`src/rc5_pkg.sv`:
```
// rc5 cipher package: request codes, sequencer states and the control bundle
// shared by the key store, the round datapath and the top level
// depends on nothing
package rc5_pkg;

  localparam int WORD_W    = 32;
  localparam int BLOCK_W   = 64;
  localparam int KEY_IDX_W = 7;
  localparam int ROUND_W   = 6;
  localparam int PAIR_W    = 6;
  localparam int REQ_W     = 2;

  // largest round count applied, higher settings saturate here
  localparam logic [ROUND_W-1:0] MAX_ROUNDS = 6'd32;

  typedef enum logic [REQ_W-1:0] {
    REQ_LOAD    = 2'd0,
    REQ_ENCRYPT = 2'd1,
    REQ_DECRYPT = 2'd2
  } req_t;

  typedef enum logic [1:0] {
    ST_IDLE = 2'd0,
    ST_RUN  = 2'd1,
    ST_DONE = 2'd2
  } state_t;

  // datapath control from the sequencer
  typedef struct packed {
    logic load;     // take a fresh block
    logic step;     // apply one round or the whitening
    logic whiten;   // this step is the key whitening
    logic decrypt;  // inverse direction
  } dp_ctrl_t;

endpackage

```
`src/rc5_in_if.sv`:
```
// input channel of the rc5 cipher: valid/ready plus one request item
// depends on nothing
interface rc5_in_if;
  logic        valid;
  logic        ready;
  logic [1:0]  req_type;
  logic [6:0]  key_index;
  logic [31:0] key_word;
  logic [63:0] block_in;

  modport source (output valid, output req_type, output key_index, output key_word,
                  output block_in, input ready);
  modport sink   (input valid, input req_type, input key_index, input key_word,
                  input block_in, output ready);
endinterface

```
`src/rc5_out_if.sv`:
```
// result channel of the rc5 cipher: valid/ready plus one processed block
// depends on nothing
interface rc5_out_if;
  logic        valid;
  logic        ready;
  logic [63:0] block_out;

  modport source (output valid, output block_out, input ready);
  modport sink   (input valid, input block_out, output ready);
endinterface

```
`src/rc5_ram.sv`:
```
// generic single write port, single read port ram with registered read data
// depends on nothing
module rc5_ram #(
  parameter int WIDTH = 32,
  parameter int DEPTH = 34,
  localparam int AW   = (DEPTH > 1) ? $clog2(DEPTH) : 1
) (
  input  logic             clk,
  input  logic             we,
  input  logic [AW-1:0]    waddr,
  input  logic [WIDTH-1:0] wdata,
  input  logic             re,
  input  logic [AW-1:0]    raddr,
  output logic [WIDTH-1:0] rdata
);

  logic [WIDTH-1:0] mem [DEPTH];
  logic [WIDTH-1:0] rdata_r;

  always_ff @(posedge clk) begin
    if (we) begin
      mem[waddr] <= wdata;
    end
    if (re) begin
      rdata_r <= mem[raddr];
    end
  end

  assign rdata = rdata_r;

endmodule

```
`src/rc5_key_store.sv`:
```
// round key table split into an even-word bank and an odd-word bank so that
// both keys of one round come out in the same cycle; entries past the table read as zero
// depends on rc5_pkg and rc5_ram
module rc5_key_store #(
  parameter int KEY_TABLE_DEPTH = 68
) (
  input  logic                            clk,
  input  logic                            wr_en,
  input  logic [rc5_pkg::KEY_IDX_W-1:0]   wr_idx,
  input  logic [rc5_pkg::WORD_W-1:0]      wr_word,
  input  logic                            rd_en,
  input  logic [rc5_pkg::PAIR_W-1:0]      rd_pair,
  output logic [rc5_pkg::WORD_W-1:0]      key_even,
  output logic [rc5_pkg::WORD_W-1:0]      key_odd
);

  localparam int EVEN_D = (KEY_TABLE_DEPTH + 1) / 2;
  localparam int ODD_D  = KEY_TABLE_DEPTH / 2;
  localparam int EAW    = (EVEN_D > 1) ? $clog2(EVEN_D) : 1;
  localparam int OAW    = (ODD_D > 1) ? $clog2(ODD_D) : 1;
  localparam logic [rc5_pkg::KEY_IDX_W-1:0] DEPTH_K = rc5_pkg::KEY_IDX_W'(KEY_TABLE_DEPTH);

  logic                          wr_ok;
  logic [rc5_pkg::PAIR_W-1:0]    wr_row;
  logic                          even_ok_r;
  logic                          odd_ok_r;
  logic [rc5_pkg::WORD_W-1:0]    even_q;
  logic [rc5_pkg::WORD_W-1:0]    odd_q;

  // loads beyond the table are dropped, bit 0 of the index picks the bank
  assign wr_ok  = wr_en && (wr_idx < DEPTH_K);
  assign wr_row = wr_idx[rc5_pkg::KEY_IDX_W-1:1];

  rc5_ram #(.WIDTH(rc5_pkg::WORD_W), .DEPTH(EVEN_D)) u_even (
    .clk   (clk),
    .we    (wr_ok && !wr_idx[0]),
    .waddr (wr_row[EAW-1:0]),
    .wdata (wr_word),
    .re    (rd_en),
    .raddr (rd_pair[EAW-1:0]),
    .rdata (even_q)
  );

  rc5_ram #(.WIDTH(rc5_pkg::WORD_W), .DEPTH(ODD_D)) u_odd (
    .clk   (clk),
    .we    (wr_ok && wr_idx[0]),
    .waddr (wr_row[OAW-1:0]),
    .wdata (wr_word),
    .re    (rd_en),
    .raddr (rd_pair[OAW-1:0]),
    .rdata (odd_q)
  );

  // remember whether each word of the pair lies inside the table
  always_ff @(posedge clk) begin
    if (rd_en) begin
      even_ok_r <= ({rd_pair, 1'b0} < DEPTH_K);
      odd_ok_r  <= ({rd_pair, 1'b1} < DEPTH_K);
    end
  end

  assign key_even = even_ok_r ? even_q : '0;
  assign key_odd  = odd_ok_r  ? odd_q  : '0;

endmodule

```
`src/rc5_datapath.sv`:
```
// word registers A and B with one full rc5 round (or the whitening) per step,
// in either direction
// depends on rc5_pkg
module rc5_datapath (
  input  logic                          clk,
  input  rc5_pkg::dp_ctrl_t             ctrl,
  input  logic [rc5_pkg::BLOCK_W-1:0]   blk_in,
  input  logic [rc5_pkg::WORD_W-1:0]    key_even,
  input  logic [rc5_pkg::WORD_W-1:0]    key_odd,
  output logic [rc5_pkg::BLOCK_W-1:0]   blk_out
);

  function automatic logic [31:0] rotl(input logic [31:0] x, input logic [4:0] s);
    logic [63:0] w;
    w = {x, x} << s;
    return w[63:32];
  endfunction

  function automatic logic [31:0] rotr(input logic [31:0] x, input logic [4:0] s);
    logic [63:0] w;
    w = {x, x} >> s;
    return w[31:0];
  endfunction

  logic [rc5_pkg::WORD_W-1:0] a_r, b_r;
  logic [rc5_pkg::WORD_W-1:0] a_nxt, b_nxt;
  logic [rc5_pkg::WORD_W-1:0] ea, eb, da, db;

  // forward round: A first, then B from the new A
  assign ea = rotl(a_r ^ b_r, b_r[4:0]) + key_even;
  assign eb = rotl(b_r ^ ea, ea[4:0]) + key_odd;

  // inverse round: B first, then A from the new B
  assign db = rotr(b_r - key_odd, a_r[4:0]) ^ a_r;
  assign da = rotr(a_r - key_even, db[4:0]) ^ db;

  always_comb begin
    a_nxt = a_r;
    b_nxt = b_r;
    priority if (ctrl.load) begin
      a_nxt = blk_in[31:0];
      b_nxt = blk_in[63:32];
    end else if (ctrl.step && ctrl.whiten && !ctrl.decrypt) begin
      a_nxt = a_r + key_even;
      b_nxt = b_r + key_odd;
    end else if (ctrl.step && ctrl.whiten) begin
      a_nxt = a_r - key_even;
      b_nxt = b_r - key_odd;
    end else if (ctrl.step && !ctrl.decrypt) begin
      a_nxt = ea;
      b_nxt = eb;
    end else if (ctrl.step) begin
      a_nxt = da;
      b_nxt = db;
    end
  end

  always_ff @(posedge clk) begin
    a_r <= a_nxt;
    b_r <= b_nxt;
  end

  assign blk_out = {b_r, a_r};

endmodule

```
`src/rc5_block_cipher_core.sv`:
```
// rc5-32 block cipher top level: sequencer, round count register, output register
// depends on rc5_pkg, rc5_in_if, rc5_out_if, rc5_key_store, rc5_datapath
//
//   port       dir  kind               carries
//   in_ch      in   valid/ready item   req_type, key_index, key_word, block_in
//   out_ch     out  valid/ready item   block_out
//   cfg_we/..  in   write strobe       round_count (6 bits)
//
// a load item is taken in the idle state and the block is ready again at once
// an encrypt or decrypt item (r the saturated round count) needs one key-bank read
// ahead, r + 1 round steps at one per cycle, then the load of the output
// register; the single read port of each key bank sets the round pace
// the finished block waits in the output register; a new item is taken meanwhile
// and waits after its last step only if that register is still full
// rst_n is synchronous and clears the sequencer and output valid, not the key table
module rc5_block_cipher_core #(
  parameter int KEY_TABLE_DEPTH = 68
) (
  input  logic                          clk,
  input  logic                          rst_n,
  rc5_in_if.sink                        in_ch,
  rc5_out_if.source                     out_ch,
  input  logic                          cfg_we,
  input  logic [rc5_pkg::ROUND_W-1:0]   cfg_wdata
);

  rc5_pkg::state_t                state_r, state_nxt;
  logic [rc5_pkg::PAIR_W-1:0]     pair_r, pair_nxt;
  logic [rc5_pkg::ROUND_W-1:0]    rnd_r, rnd_nxt;
  logic                           dec_r, dec_nxt;
  logic [rc5_pkg::ROUND_W-1:0]    rounds_r;
  logic [rc5_pkg::ROUND_W-1:0]    rounds_sat;
  logic                           out_valid_r;
  logic [rc5_pkg::BLOCK_W-1:0]    out_block_r;
  logic                           out_load;
  logic                           accept;
  logic                           last_step;
  logic                           key_wr;
  logic                           rd_en;
  logic [rc5_pkg::PAIR_W-1:0]     rd_pair;
  logic [rc5_pkg::WORD_W-1:0]     key_even, key_odd;
  logic [rc5_pkg::BLOCK_W-1:0]    dp_block;
  rc5_pkg::dp_ctrl_t              ctrl;

  assign in_ch.ready = (state_r == rc5_pkg::ST_IDLE);
  assign accept      = in_ch.valid && in_ch.ready;
  assign rounds_sat  = (rounds_r > rc5_pkg::MAX_ROUNDS) ? rc5_pkg::MAX_ROUNDS : rounds_r;
  assign last_step   = dec_r ? (pair_r == '0) : (pair_r == rnd_r);

  // round count register
  always_ff @(posedge clk) begin
    if (!rst_n) begin
      rounds_r <= rc5_pkg::MAX_ROUNDS;
    end else if (cfg_we) begin
      rounds_r <= cfg_wdata;
    end
  end

  // sequencer state
  always_ff @(posedge clk) begin
    if (!rst_n) begin
      state_r <= rc5_pkg::ST_IDLE;
      pair_r  <= '0;
      rnd_r   <= '0;
      dec_r   <= 1'b0;
    end else begin
      state_r <= state_nxt;
      pair_r  <= pair_nxt;
      rnd_r   <= rnd_nxt;
      dec_r   <= dec_nxt;
    end
  end

  // next state, key reads and datapath control
  always_comb begin
    state_nxt    = state_r;
    pair_nxt     = pair_r;
    rnd_nxt      = rnd_r;
    dec_nxt      = dec_r;
    key_wr       = 1'b0;
    rd_en        = 1'b0;
    rd_pair      = pair_r;
    out_load     = 1'b0;
    ctrl         = '0;
    ctrl.decrypt = dec_r;
    ctrl.whiten  = (pair_r == '0);
    unique case (state_r)
      rc5_pkg::ST_IDLE: begin
        if (accept) begin
          unique case (rc5_pkg::req_t'(in_ch.req_type))
            rc5_pkg::REQ_LOAD: begin
              key_wr = 1'b1;
            end
            rc5_pkg::REQ_ENCRYPT: begin
              ctrl.load = 1'b1;
              rd_en     = 1'b1;
              rd_pair   = '0;
              pair_nxt  = '0;
              rnd_nxt   = rounds_sat;
              dec_nxt   = 1'b0;
              state_nxt = rc5_pkg::ST_RUN;
            end
            rc5_pkg::REQ_DECRYPT: begin
              ctrl.load = 1'b1;
              rd_en     = 1'b1;
              rd_pair   = rounds_sat;
              pair_nxt  = rounds_sat;
              rnd_nxt   = rounds_sat;
              dec_nxt   = 1'b1;
              state_nxt = rc5_pkg::ST_RUN;
            end
            default: begin
            end
          endcase
        end
      end
      rc5_pkg::ST_RUN: begin
        ctrl.step = 1'b1;
        if (last_step) begin
          state_nxt = rc5_pkg::ST_DONE;
        end else begin
          rd_en    = 1'b1;
          rd_pair  = dec_r ? (pair_r - 1'b1) : (pair_r + 1'b1);
          pair_nxt = rd_pair;
        end
      end
      rc5_pkg::ST_DONE: begin
        if (!out_valid_r || out_ch.ready) begin
          out_load  = 1'b1;
          state_nxt = rc5_pkg::ST_IDLE;
        end
      end
      default: begin
        state_nxt = rc5_pkg::ST_IDLE;
      end
    endcase
  end

  rc5_key_store #(.KEY_TABLE_DEPTH(KEY_TABLE_DEPTH)) u_keys (
    .clk      (clk),
    .wr_en    (key_wr),
    .wr_idx   (in_ch.key_index),
    .wr_word  (in_ch.key_word),
    .rd_en    (rd_en),
    .rd_pair  (rd_pair),
    .key_even (key_even),
    .key_odd  (key_odd)
  );

  rc5_datapath u_dp (
    .clk      (clk),
    .ctrl     (ctrl),
    .blk_in   (in_ch.block_in),
    .key_even (key_even),
    .key_odd  (key_odd),
    .blk_out  (dp_block)
  );

  // output register
  always_ff @(posedge clk) begin
    if (!rst_n) begin
      out_valid_r <= 1'b0;
    end else if (out_load) begin
      out_valid_r <= 1'b1;
    end else if (out_ch.ready) begin
      out_valid_r <= 1'b0;
    end
  end

  always_ff @(posedge clk) begin
    if (out_load) begin
      out_block_r <= dp_block;
    end
  end

  assign out_ch.valid     = out_valid_r;
  assign out_ch.block_out = out_block_r;

endmodule

```
`src/flat_wrapper.sv`:
```
// flat-port wrapper written by rule: the top's interface ports become plain ports
module rc5_block_cipher_core_flat 
#(
  parameter int KEY_TABLE_DEPTH = 68
)
  (clk, rst_n, cfg_we, cfg_wdata, in_ch_valid, in_ch_req_type, in_ch_key_index, in_ch_key_word, in_ch_block_in, in_ch_ready, out_ch_valid, out_ch_block_out, out_ch_ready);
  rc5_in_if in_ch_i ();
  rc5_out_if out_ch_i ();
  input  logic clk;
  input  logic rst_n;
  input  logic cfg_we;
  input  logic [rc5_pkg::ROUND_W-1:0] cfg_wdata;
  input wire logic [$bits(in_ch_i.valid)-1:0] in_ch_valid;
  input wire logic [$bits(in_ch_i.req_type)-1:0] in_ch_req_type;
  input wire logic [$bits(in_ch_i.key_index)-1:0] in_ch_key_index;
  input wire logic [$bits(in_ch_i.key_word)-1:0] in_ch_key_word;
  input wire logic [$bits(in_ch_i.block_in)-1:0] in_ch_block_in;
  output wire logic [$bits(in_ch_i.ready)-1:0] in_ch_ready;
  output wire logic [$bits(out_ch_i.valid)-1:0] out_ch_valid;
  output wire logic [$bits(out_ch_i.block_out)-1:0] out_ch_block_out;
  input wire logic [$bits(out_ch_i.ready)-1:0] out_ch_ready;
  assign in_ch_i.valid = in_ch_valid;
  assign in_ch_i.req_type = in_ch_req_type;
  assign in_ch_i.key_index = in_ch_key_index;
  assign in_ch_i.key_word = in_ch_key_word;
  assign in_ch_i.block_in = in_ch_block_in;
  assign in_ch_ready = in_ch_i.ready;
  assign out_ch_valid = out_ch_i.valid;
  assign out_ch_block_out = out_ch_i.block_out;
  assign out_ch_i.ready = out_ch_ready;
  rc5_block_cipher_core #(.KEY_TABLE_DEPTH(KEY_TABLE_DEPTH)) u_core (.clk(clk), .rst_n(rst_n), .in_ch(in_ch_i), .out_ch(out_ch_i), .cfg_we(cfg_we), .cfg_wdata(cfg_wdata));
endmodule
```
`config.mk`:
```
export PLATFORM = sky130hd
export DESIGN_NAME = rc5_block_cipher_core_flat
export DESIGN_NICKNAME = d
export VERILOG_FILES = /design/src/rc5_pkg.sv /design/src/rc5_in_if.sv /design/src/rc5_out_if.sv /design/src/rc5_ram.sv /design/src/rc5_key_store.sv /design/src/rc5_datapath.sv /design/src/rc5_block_cipher_core.sv /design/src/flat_wrapper.sv
export SDC_FILE = /design/constraint.sdc
export NUM_CORES = 2
export LEC_CHECK = 0
export BUFFER_PORTS_ARGS = -buffer_cell sky130_fd_sc_hd__buf_2
export CAP_MARGIN = 40
export CELL_PAD_IN_SITES_DETAIL_PLACEMENT = 2
export CELL_PAD_IN_SITES_GLOBAL_PLACEMENT = 2
export CORE_MARGIN = 4
export CORE_UTILIZATION = 47
export CTS_CLUSTER_SIZE = 16
export DETAILED_ROUTE_END_ITERATION = 7
export PLACE_DENSITY_LB_ADDON = 0.15
export SYNTH_ARGS = -nofsm -noshare
export SYNTH_HDL_FRONTEND = slang
export SYNTH_SLANG_ARGS = --single-unit
```
`constraint.sdc`:
```
create_clock -name clk -period 12.8 [get_ports clk]
set_input_delay 1.28 -clock clk [delete_from_list [all_inputs] [get_ports clk]]
set_output_delay 1.28 -clock clk [all_outputs]
set_load 0.005 [all_outputs]
```
==> summary by stage, run 1 <==
Synth
The post-synthesis area per instance is between 10 and 15 um2. The number of enable flip-flop cells after synthesis is 2369. The total nets after synthesis is 8308. Of all cell types, the one taking the most synthesized area is sky130_fd_sc_hd__edfxtp_1. In this run, synthesis produced a sequential element count of 2391. Yosys printed 0 warnings.

The part of the Yosys area used for sequential elements is a little over three fifths. Among all cell types in the netlist, the one instantiated most often is sky130_fd_sc_hd__edfxtp_1. The dominant register cell in the synthesized netlist is sky130_fd_sc_hd__edfxtp_1.

After synthesis, the cell types taking the most area are sky130_fd_sc_hd__edfxtp_1 (62%), sky130_fd_sc_hd__mux4_2 (11%), sky130_fd_sc_hd__nand2_1 (3.1%). Of the post-synthesis cell area, the dominant cell type holds between 60% and 70%. In the synthesized netlist the async set-or-reset flop fraction comes to 0%.

The synthesized instance count is 7991. The netlist uses 104 different library cells. The commonest cells after synthesis are sky130_fd_sc_hd__edfxtp_1 (2369), sky130_fd_sc_hd__nand2_1 (935), sky130_fd_sc_hd__mux4_2 (538), sky130_fd_sc_hd__a21oi_1 (515), sky130_fd_sc_hd__nor2_1 (460).

The area of the mapped netlist is 113800 um2.

Outcome
The tool reported: "[ERROR DPL-0033] detailed placement checks failed during check placement". Progress stopped at 3_5_place_dp. The run stopped with a tool error.

Floorplan
The number of rows in the core area is 180. From left edge to right edge, the die measures approximately 500 um. The total I/O pin count is around 180. The effective utilization at floorplan is 47.28%. The floorplan die height is 500.2 um.

Place
At the end of routability-driven placement, the weighted congestion stood at 0.9798. In this run the tool buffered the top-level ports with 181 buffer cells. The placed wire-length estimate after detailed placement is 351200 um.
==> metrics by stage <==
step	setup slack, ps	hold slack, ps	area (um2)
after floorplan	2320	452.8	113800
after global placement	1187	444.6	119800
==> kinds of logic after synthesis <==
| family | count (synthesis) | share of synthesized area, % |
|---|---|---|
| AOI/OAI and AO/OA | 1721 | 9.973 |
| DFF | 2391 | 62.88 |
| xor gates and xnor gates | 271 | 2.196 |
| adders and majority gates | 201 | 2.255 |
| and+or+nand+nor | 1956 | 7.539 |
| buffers and inverters | 657 | 2.239 |
| muxes | 794 | 12.92 |
==> inputs of run 2 (changes only) <==
--- a/config.mk
+++ b/config.mk
@@ -7,11 +7,8 @@
 export LEC_CHECK = 0
 export BUFFER_PORTS_ARGS = -buffer_cell sky130_fd_sc_hd__buf_2
 export CAP_MARGIN = 40
-export CELL_PAD_IN_SITES_DETAIL_PLACEMENT = 2
-export CELL_PAD_IN_SITES_GLOBAL_PLACEMENT = 2
 export CORE_MARGIN = 4
-export CORE_UTILIZATION = 47
-export CTS_CLUSTER_SIZE = 16
+export CORE_UTILIZATION = 40
 export DETAILED_ROUTE_END_ITERATION = 7
 export PLACE_DENSITY_LB_ADDON = 0.15
 export SYNTH_ARGS = -nofsm -noshare
==> run 2 against run 1 <==
Net effect: the flow now finishes without violations; synthesized cell count is the same; synthesized area is the same.
==> summary by stage, run 2 <==
Critical path
Together, buffers and inverters on the worst path number 3. STA puts the critical path data required time at 13380 ps. STA classifies the critical path endpoint as a register. STA classifies the critical path startpoint as a register.

On the critical path the largest part of the delay comes from compound AO/OA/AOI/OAI gates. The most numerous cell type found on the critical path is sky130_fd_sc_hd__o21ai_0. STA puts the critical path data arrival time at 12490 ps. The slowest cell on the critical path is sky130_fd_sc_hd__a2111oi_0. The delay of the slowest critical-path stage is 860 ps.

Along the worst path, the maximum fanout reaches 5. In this run the number of cells on the critical path is 45. Counting cells, the worst reg-to-reg path comes to 45. By startpoint and endpoint, the worst setup path is classified as register to register.

Timing
The final worst clock skew is about 70 ps. The final cycle utilization of the critical path is 93.10%. The highest achievable clock rate is 83.92 MHz. The transition at the pin with the smallest max-transition slack is 1081 ps.

The final total negative setup slack is 0 ps. Setup repair after global routing left no endpoint under its margin. The total count of hold-check failures in the final report came to 0. In this run the tightest slew margin relative to its limit is between 20% and 30%. The number of pins exceeding their max-slew limit in the final report is 0. Setup slack closes at 883.6 ps. Final hold analysis gives a worst-case slack of around 480 ps. The post-route minimum period is 11920 ps. The number of setup violations in the final report is 0.

GRT
The initial antenna violation count is 35. In the global route stage, overall resource usage came out at approximately 28%. Global routing consumed, on the met3 layer, approximately 5.3% of the routing resources. The first global-routing pass estimated 579000 um of wire. The most heavily used metal layer in global routing is met2. The pin count of the biggest net entering global routing is about 120. The leftover overflow at the end of global routing is 0.

The global routing usage on met1 is 38.36%. The met2 routing resource usage after global routing is 43.16%. The number of global-route vias before repair is 72730.

Detailed routing
The number of antenna-violating nets in the routed design is 0. In the routed layout, each cell is associated on average with a via count of 6.173. The initial DRC count is about 9300. The first detailed-routing pass took 8 iterations. The routed length per placed instance is 34.07 um. The number of vias after detailed routing is ~76000. After detailed routing, the number of remaining DRC violations is 0. The routed wire length is 416800 um.

Synth
The commonest cells after synthesis are sky130_fd_sc_hd__edfxtp_1 (2369), sky130_fd_sc_hd__nand2_1 (935), sky130_fd_sc_hd__mux4_2 (538), sky130_fd_sc_hd__a21oi_1 (515), sky130_fd_sc_hd__nor2_1 (460). In this run, distinct cell masters in the synthesized netlist total 104. By area the synthesized netlist is led by sky130_fd_sc_hd__edfxtp_1 (62%), sky130_fd_sc_hd__mux4_2 (11%), sky130_fd_sc_hd__nand2_1 (3.1%). In this run the biggest area consumer among cell types represents 62.49% of the synthesized area. The dominant cell by count in the synthesized netlist is sky130_fd_sc_hd__edfxtp_1. The number of enable flip-flop cells after synthesis is roughly 2400. The total nets after synthesis is 8308.

The dominant register cell in the synthesized netlist is sky130_fd_sc_hd__edfxtp_1. The average instance in the mapped netlist occupies between 10 and 15 um2. The Yosys step of the flow raised 0 warnings. In this run, synthesis produced a sequential element count of 2391. The area of the mapped netlist is 113800 um2. Of all flip-flops after synthesis, the portion carrying an async set or reset was 0%. The dominant cell type by area after synthesis is sky130_fd_sc_hd__edfxtp_1. Counting every instance in the synthesized netlist gives 7991. The part of the Yosys area used for sequential elements is 62.88%.

Clock tree
The cell sitting at the root of the clock tree is a sky130_fd_sc_hd__clkbuf_16. In this run the post-CTS setup repair buffer count came out at 0. In this run, post-CTS hold repair placed 0 buffers. The number of clock sinks is 2391. For the worst-skew pair, the clock arrives at the later sink with an insertion delay of 840 ps. The count of instances resized after the clock tree is built is 0. The clock edge transition at the registers on the reported setup and hold paths is 60 ps. The H-tree was split into 5 levels. The CTS tree is built. Counting along the longest clock path gives a buffer depth of 4.

The total clock buffers created by CTS is approximately 270.

Final layout
Compared with the post-synthesis result, the final layout area differs by 13.68%. Leaving out fill and tap cells, the most frequent cell in the layout is sky130_fd_sc_hd__edfxtp_1. The layout has 24950 filler cells. The share of the core filled with cells is 45.77%. The number of nets in the final layout is 8596.

The share of layout cells above drive strength 1 is 18.76%. In the layout the commonest cells are sky130_fd_sc_hd__edfxtp_1 (2369), sky130_fd_sc_hd__nand2_1 (933), sky130_fd_sc_hd__mux4_2 (538).

Outcome
The run finished with clean final reports.

Worst hold path
Along the worst hold path, the cell count comes to 2. The kind of path behind the tightest hold check is register to register.

Floorplan
In this run the horizontal extent of the chip is 541.5 um. The die covers 293200 um2. The die is 541.5 um tall. During I/O placement, the number of pins put on the boundary was ~180.

The area of the core is 282800 um2. The initialized floorplan defines between 150 and 200 standard-cell rows. Once the floorplan was initialized, standard cells occupied 40.26% of the core.

Place
Port buffering added 181 buffers. The placer's final routability congestion estimate is 1.027. At the placement stage, the worst setup path has a slack of 1301 ps. The placed wire-length estimate after detailed placement is 273000 um.

Flow run
The number of max-cap violations is 0.
==> run 2: area by class of cell <==
type / instances / area [um2] / area share, %
timing repair buffer: 511 / 3623 / 2.800
sequential: 2391 / 71580 / 55.31
antenna: 15 / 37.54 / 0.02900
tap: 3743 / 4683 / 3.619
inverter: 160 / 600.6 / 0.4641
clock inverter: 132 / 1102 / 0.8517
clock buffer: 339 / 7311 / 5.649
multi-input combinational: 4943 / 40480 / 31.28
==> run 2: worst min-delay path, delay by kind of cell, from the launching register on <==
kind            cells  cell delay, ps
compound gates      1              60
flops               1             320
simple gates        1              50
==> run 2: path summary, 6_finish.rpt <==
kind	startpoint	to	slack, ps
worst max-delay path	u_core.u_dp.b_r[27]$_DFFE_PP_	u_core.u_dp.b_r[30]$_DFFE_PP_	880
worst min-delay path	u_core.rnd_r[3]$_SDFFE_PN0P_	u_core.rnd_r[3]$_SDFFE_PN0P_	480
worst max register to register	u_core.u_dp.b_r[27]$_DFFE_PP_	u_core.u_dp.b_r[30]$_DFFE_PP_	880
worst min register to register	u_core.rnd_r[3]$_SDFFE_PN0P_	u_core.rnd_r[3]$_SDFFE_PN0P_	480
==> run 2: metrics by stage <==
step           instances  instance area, um2
4_1_cts            12210              129300
2_1_floorplan       7991              113800
5_1_grt            12220              129400
3_5_place_dp       11740              120900
6_report           12230              129400
3_3_place_gp       11690              120400
==> run 2: per-layer routing <==
| layer | up-vias | wire length [um] |
|---|---|---|
| met5 | - | 100 |
| met4 | 14 | 20660 |
| met3 | 743 | 33010 |
| met2 | 3584 | 189900 |
| met1 | 39170 | 173100 |
| li1 | 32010 | - |
==> run 2: logic make-up after synthesis <==
kind of cell,Yosys count,share of synthesized area (%)
compound gates,1721,9.973
xor+xnor,271,2.196
fa+ha+maj,201,2.255
buf+inv,657,2.239
flops,2391,62.88
mux,794,12.92
simple gates,1956,7.539
Power of run 2 is left out: the tool's default activity adds up to more than one toggle a clock period on the data nets, which glitch-free logic cannot reach.
